`src/idgr_pkg.sv`:
```
`default_nettype none

package idgr_pkg;

  // Fixed widths of the stream fields and registers.
  localparam int unsigned DATA_W    = 32;
  localparam int unsigned ELEM_W    = 8;
  localparam int unsigned SHIFT_W   = 6;
  localparam int unsigned CFG_IDX_W = 3;
  localparam int unsigned S_TDATA_W = 48;
  localparam int unsigned M_TDATA_W = 8;

  // Fraction bits of the integer sigmoid term.
  localparam int unsigned FRAC_BITS = 14;

  // Configuration register indexes.
  localparam logic [CFG_IDX_W-1:0] REG_ERF_OFFSET     = 3'd0;
  localparam logic [CFG_IDX_W-1:0] REG_ERF_BIAS       = 3'd1;
  localparam logic [CFG_IDX_W-1:0] REG_SIGMOID_OFFSET = 3'd2;
  localparam logic [CFG_IDX_W-1:0] REG_REQUANT_MULT   = 3'd3;
  localparam logic [CFG_IDX_W-1:0] REG_REQUANT_SHIFT  = 3'd4;

  // Controller states: accumulate, then one state per epilogue step.
  typedef enum logic [3:0] {
    ST_ACC,
    ST_ABS,
    ST_SQ,
    ST_SIG,
    ST_SGM,
    ST_GM,
    ST_RQ,
    ST_MAG,
    ST_OUT
  } state_t;

  // Step enables from the controller to the datapath.
  typedef struct packed {
    logic mac;
    logic abs_step;
    logic sq_step;
    logic sig_step;
    logic sgm_step;
    logic gm_step;
    logic rq_step;
    logic mag_step;
    logic load_out;
  } cmd_t;

endpackage

`default_nettype wire

```
`src/idgr_ctrl.sv`:
```
`default_nettype none

module idgr_ctrl (
  input  wire logic          clk,
  input  wire logic          rst,
  input  wire logic          s_tvalid,
  input  wire logic          s_tlast,
  output logic               s_tready,
  output logic               m_tvalid,
  input  wire logic          m_tready,
  output idgr_pkg::cmd_t     cmd
);
  import idgr_pkg::*;

  state_t state;
  state_t state_next;
  logic   out_valid;
  logic   in_beat;
  logic   out_free;

  assign in_beat  = s_tvalid && s_tready;
  assign out_free = !out_valid || m_tready;
  assign s_tready = (state == ST_ACC);
  assign m_tvalid = out_valid;

  // Next state.
  always_comb begin
    state_next = state;
    unique case (state)
      ST_ACC: if (in_beat && s_tlast) state_next = ST_ABS;
      ST_ABS: state_next = ST_SQ;
      ST_SQ:  state_next = ST_SIG;
      ST_SIG: state_next = ST_SGM;
      ST_SGM: state_next = ST_GM;
      ST_GM:  state_next = ST_RQ;
      ST_RQ:  state_next = ST_MAG;
      ST_MAG: state_next = ST_OUT;
      ST_OUT: if (out_free) state_next = ST_ACC;
      default: state_next = ST_ACC;
    endcase
  end

  // Step enables.
  always_comb begin
    cmd = '0;
    unique case (state)
      ST_ACC: cmd.mac      = in_beat;
      ST_ABS: cmd.abs_step = 1'b1;
      ST_SQ:  cmd.sq_step  = 1'b1;
      ST_SIG: cmd.sig_step = 1'b1;
      ST_SGM: cmd.sgm_step = 1'b1;
      ST_GM:  cmd.gm_step  = 1'b1;
      ST_RQ:  cmd.rq_step  = 1'b1;
      ST_MAG: cmd.mag_step = 1'b1;
      ST_OUT: cmd.load_out = out_free;
      default: cmd = '0;
    endcase
  end

  always_ff @(posedge clk) begin
    if (rst) begin
      state     <= ST_ACC;
      out_valid <= 1'b0;
    end else begin
      state <= state_next;
      if (cmd.load_out) begin
        out_valid <= 1'b1;
      end else if (m_tready) begin
        out_valid <= 1'b0;
      end
    end
  end

  // A new result never overwrites one that is still waiting.
  a_no_overwrite: assert property (@(posedge clk) disable iff (rst)
    cmd.load_out |-> (!out_valid || m_tready))
    else $error("result register loaded while full");

  // At most one datapath step is enabled in any cycle.
  a_one_step: assert property (@(posedge clk) disable iff (rst)
    $onehot0(cmd))
    else $error("more than one datapath step enabled");

  // The last beat of a run starts the epilogue.
  a_last_starts: assert property (@(posedge clk) disable iff (rst)
    (in_beat && s_tlast) |=> (state == ST_ABS))
    else $error("epilogue did not start after last beat");

  // The finished result waits in the final step until the output frees.
  a_out_wait: assert property (@(posedge clk) disable iff (rst)
    (state == ST_OUT && !cmd.load_out) |=> (state == ST_OUT))
    else $error("result dropped while output full");

endmodule

`default_nettype wire

```
`config.mk`:
```
export PLATFORM = sky130hd
export DESIGN_NAME = idgr_ctrl
export DESIGN_NICKNAME = d
export VERILOG_FILES = /design/src/idgr_pkg.sv /design/src/idgr_ctrl.sv
export SDC_FILE = /design/constraint.sdc
export NUM_CORES = 1
export LEC_CHECK = 0
export BUFFER_PORTS_ARGS = -buffer_cell sky130_fd_sc_hd__buf_4
export CAP_MARGIN = 40
export CELL_PAD_IN_SITES_DETAIL_PLACEMENT = 2
export CELL_PAD_IN_SITES_GLOBAL_PLACEMENT = 2
export CORE_AREA = 2 2 39 41
export DETAILED_ROUTE_END_ITERATION = 8
export DIE_AREA = 0 0 41 43
export GPL_ROUTABILITY_DRIVEN = 0
export PLACE_DENSITY = 0.73
export SLEW_MARGIN = 0
export SYNTH_ARGS = -nofsm -noshare
export SYNTH_HDL_FRONTEND = slang
export SYNTH_SLANG_ARGS = --single-unit
```
`constraint.sdc`:
```
create_clock -name clk -period 2.1 [get_ports clk]
set_input_delay 0.21 -clock clk [delete_from_list [all_inputs] [get_ports clk]]
set_output_delay 0.21 -clock clk [all_outputs]
set_load 0.005 [all_outputs]
```
# Word-level counts from Yosys, hierarchy flattened
# Cells that the tools add are included.
[totals] out_inout_bits=11 wordCells=33 regBits=5 in_bits=5
[classes] mux=14 n_eq_ne=10 reduce_logical=7
[ops] op="4-bit case mux with 9 select lines" n=1
[ops] op="4-bit by 3-bit equality test with 1-bit output (second input constant)" n=4
[ops] op="1-bit 2-to-1 mux" n=11
[ops] op="4-bit by 2-bit equality test with 1-bit output (second input constant)" n=2
[ops] op="4-bit 2-to-1 mux" n=2
[ops] op="4-bit by 1-bit equality test with 1-bit output (second input constant)" n=1
[ops] op="4-bit equality test (second input constant)" n=1
[ops] op="4-bit zero test" n=1
[ops] op="1-bit logical AND" n=2
[ops] op="2-bit by 1-bit inequality test with 1-bit output (second input constant)" n=1
[ops] op="2-bit inequality test (second input constant)" n=1
[ops] op="2-bit AND reduction" n=1
[ops] op="2-bit nonzero test" n=1
[ops] op="1-bit zero test" n=1
[ops] op="1-bit logical OR" n=1

# Longest topological paths before layout
[depth] depth_word=5 mapped_depth=4 ltp_nobuf=3

# Worst setup path after synthesis
# Ideal clock, no wire load.
[synth_timing] path_kind="register to register" from="register state[3]" to="register state[0]" path_buffers=1 period_less_slack_ns=1.282 stages_incl_launch_ff=5 t_arrival_ns=1.160 setup_time_ns=0.123 path_slack_ns=0.818 required_time_ns=1.977 path_cell_list="dfxtp_1 buf_2 nor4_1 a21boi_1 nor4_1"
[synth_via] elab_chain_cells=5 word_cells_on_any_way=15 classes_between="10 x eq/ne; 1 x mux; 4 x reduce/logical"
[synth_rtl] item="start: declaration" line_no="idgr_ctrl.sv:15" text="state_t state;"
[synth_rtl] item="start signal: assignment" line_no="idgr_ctrl.sv:65" text="state <= state_next;"
[synth_rtl] item="4-bit zero test *" line_no="idgr_ctrl.sv:23" text="assign s_tready = (state == ST_ACC);"
[synth_rtl] item="via s_tready" line_no="idgr_ctrl.sv:8" text="output logic s_tready,"
[synth_rtl] item="1-bit logical AND" line_no="idgr_ctrl.sv:21" text="assign in_beat = s_tvalid && s_tready;"
[synth_rtl] item="1-bit logical AND" line_no="idgr_ctrl.sv:30" text="ST_ACC: if (in_beat && s_tlast) state_next = ST_ABS;"
[synth_rtl] item="2-bit by 1-bit inequality test with 1-bit output (no line)"
[synth_rtl] item="2-bit AND reduction (no line)"
# The timed path passes the listed nets; every way through them passes the cells marked *.
# A chain may end at the register's enable or synchronous reset.

==> key figures <==
Floorplanning
  • # rows: 14
  • Die height: 43 um
  • Die area: 0.00176 mm^2
  • Starting Density: 0.185
  • Die width: 41 um
  • Core Area: 0.00138 mm^2
  • IO Count: 16

Place
  • Port-buffer cells: 15
  • Post-DP HPWL: 602 um
  • Place WS: 0.697 ns

Critical path
  • Crit path DAT: 1.46 ns
  • CP required: 1.89 ns
  • Worst setup endpoint: cmd[0]
  • Reg2reg end: state[3]$_SDFFE_PP0P_
  • CP Max Fanout: 9
  • Endpoint type of the worst setup path: output pin
  • Worst Setup SP: state[3]$_SDFFE_PP0P_
  • Startpoint class of the critical path: flop
  • Worst Reg2Reg Path Length in Cells: 3
  • Critical R2R Launch: state[3]$_SDFFE_PP0P_
  • Crit Path Category: reg -> out
  • Flop2flop setup slack: 0.72 ns

Clocking
  • Clock Sinks: 5
  • CTS buffer count: 3
  • Clock buffer depth: 2
  • Clk root buf: clkbuf_4
  • CTS H-Tree Depth: 1
  • Clock transition at path regs: 0.05 ns
  • Post-CTS Hold Fix Bufs: 0
  • CTS tree: built
  • Postcts setup bufs: 0
  • Worst skew pair latency: 0.24 ns
  • Gates resized, CTS repair: 0

Timing
  • Max Clk Rate: 600 MHz
  • Rel. slew slack: 0.687
  • Tmin final: 1.67 ns
  • Setup Skew: 0.00408 ns
  • Hold slack: 0.178 ns
  • Post-route setup TNS: 0 ns
  • Final number of hold-violating endpoints: 0
  • Slew @ Worst Pin: 0.465 ns
  • Part of the cycle the worst path needs: 0.794
  • # setup viols final: 0
  • Number of max-slew violations in the final report: 0
  • PnR worst setup slack: 0.433 ns
  • RSZ-0062 raised after global routing: false

Finish
  • P&R area growth vs syn: 60.0%
  • Final net count: 54
  • Diodes inserted: 0
  • Layout cells sized above 1: 0.417

Global route
  • Largest net degree at the start of global routing: 10
  • Vias in the first global route: 304
  • Total Routing Usage GR: 0.110
  • First-pass GRT wire length: 1.29 mm
  • Global route overflow: 0
  • Initial antenna violation count: 0

Yosys
  • Post-synthesis sequential area ratio: 0.390
  • Cell variety after synth: 16
  • Register bit total from synthesis: 5
  • Main synth FF type: dfxtp_1
  • Async S/R FF share, synth: 0
  • Synth top cells by count: dfxtp_1 (5), nor3_1 (5), nand2b_1 (4), nor2_1 (3), nor4_1 (2)
  • Share of the synthesized area in the top cell type: 0.390
  • Largest area contributor in the netlist: dfxtp_1
  • Synthesized area: 256 um^2
  • Synth top area cells: dfxtp_1 (39%), nand2b_1 (9.8%), nor3_1 (9.8%), or4b_4 (5.4%), nor4_1 (4.9%)
  • Post-synth EDFFs: 0
  • Syn Inst Count: 30
  • Yosys warnings: 0
  • Mean Syn Cell Area: 8.55 um^2
  • Syn_nets: 35

Power and ir drop
  • Int Pwr: 0.212 mW
  • Clock share of power: 0.384
  • Pwr dens: 721 mW/mm^2
  • Seq pwr share: 0.386
  • PnR Total Power: 0.296 mW
  • Gate power share: 0.230
  • Sw power: 0.0833 mW
  • Static Leak: 0.175 nW
  • Worst VDD drop: 0.000188 V
  • Sw Ratio: 0.282

Run status
  • Status: complete, no violations

Route
  • WL/cell: 12.5 um
  • DRC viols: 0
  • DRT iter0 DRCs: 2
  • Final wirelength: 799 um
  • DRT Pass-1 Iters: 2
  • Vias per inst: 4.52
  • DR vias: 289
  • Routed Antenna Nets: 0

Run
  • Number of max-cap violations: 0

Hold path
  • Hold Path Class: in -> reg
## layer usage
metal	wire length, um	share of wire	up-vias	track usage
met1	344	0.43	140	0.141
met2	409	0.51	7	0.150
met3	45	0.056	0	0.0314
li1	-	-	142	-
met4	0	0	0	0.0800
met5	0	0	-	0
## power by group through the flow
| stage | sequential [mW] | combinational [mW] | clock (mW) |
|---|---|---|---|
| 4_1_cts | 0.114 | 0.0702 | 0.119 |
| 3_3_place_gp | 0.117 | 0.0685 | 0 |
| 5_1_grt | 0.116 | 0.0760 | 0.127 |
| 2_1_floorplan | 0.112 | 0.0317 | 0 |
| 6_report | 0.114 | 0.0681 | 0.114 |
| 3_5_place_dp | 0.117 | 0.0693 | 0 |
## registers in the layout (all words and copies together), names as in the netlist
| register | cells |
|---|---|
| state | 4 |
| m_tvalid | 1 |
## worst min path at each step
stage | from | end | slack (ns) | cells after the start
floorplan | rst | m_tvalid$_SDFFE_PP0P_ | 0.28 | 1
CTS | rst | state[3]$_SDFFE_PP0P_ | 0.17 | 2
detailed placement | rst | state[3]$_SDFFE_PP0P_ | 0.43 | 2
global route | rst | state[3]$_SDFFE_PP0P_ | 0.17 | 2
finish | rst | state[3]$_SDFFE_PP0P_ | 0.18 | 2
global placement | rst | state[3]$_SDFFE_PP0P_ | 0.42 | 2
## cell usage in the layout (no fill, tap or decap)
cell type,Yosys,final
nor2b_1,1,1
buf_4,0,15
xor2_1,1,1
nor4_1,2,2
a21oi_1,1,1
o22a_1,1,1
nor3_1,5,5
dfxtp_1,5,5
nand2b_1,4,4
nand2_1,1,1
clkbuf_1,0,1
a21boi_1,1,1
and2_1,1,1
nor2_1,3,3
or4b_4,1,1
a211oi_1,1,1
clkbuf_4,0,3
nor3_2,1,1
## area by class of cell
class                           instances  area, um^2
Fill cell                             166         973
Multi-Input combinational cell         24         151
Timing Repair Buffer                   15         113
Sequential cell                         5         100
Clock buffer                            4        26.3
Tap cell                               16        20.0
## worst max-delay path, stage by stage, from the launching register on
cell	delay (ns)
dfxtp_1	0.47
or4b_4	0.51
nor2b_1	0.12
buf_4	0.11
## stage by stage
stage / std cells / cell area (um^2) / util
after floorplan: 30 / 256 / -
after global placement: 60 / 384 / 0.278
after detailed placement: 60 / 384 / 0.278
after global routing: 64 / 410 / 0.297
after CTS: 64 / 410 / 0.297
final: 64 / 410 / 0.297
## cells by family after synthesis
family | count (synthesis) | share of synthesized area
AOI/OAI and AO/OA | 4 | 0.112
xor gates and xnor gates | 1 | 0.0342
buffers and inverters | 1 | 0.0195
DFF | 5 | 0.390
and+or+nand+nor | 19 | 0.444
(Power assumes the default switching activity.)
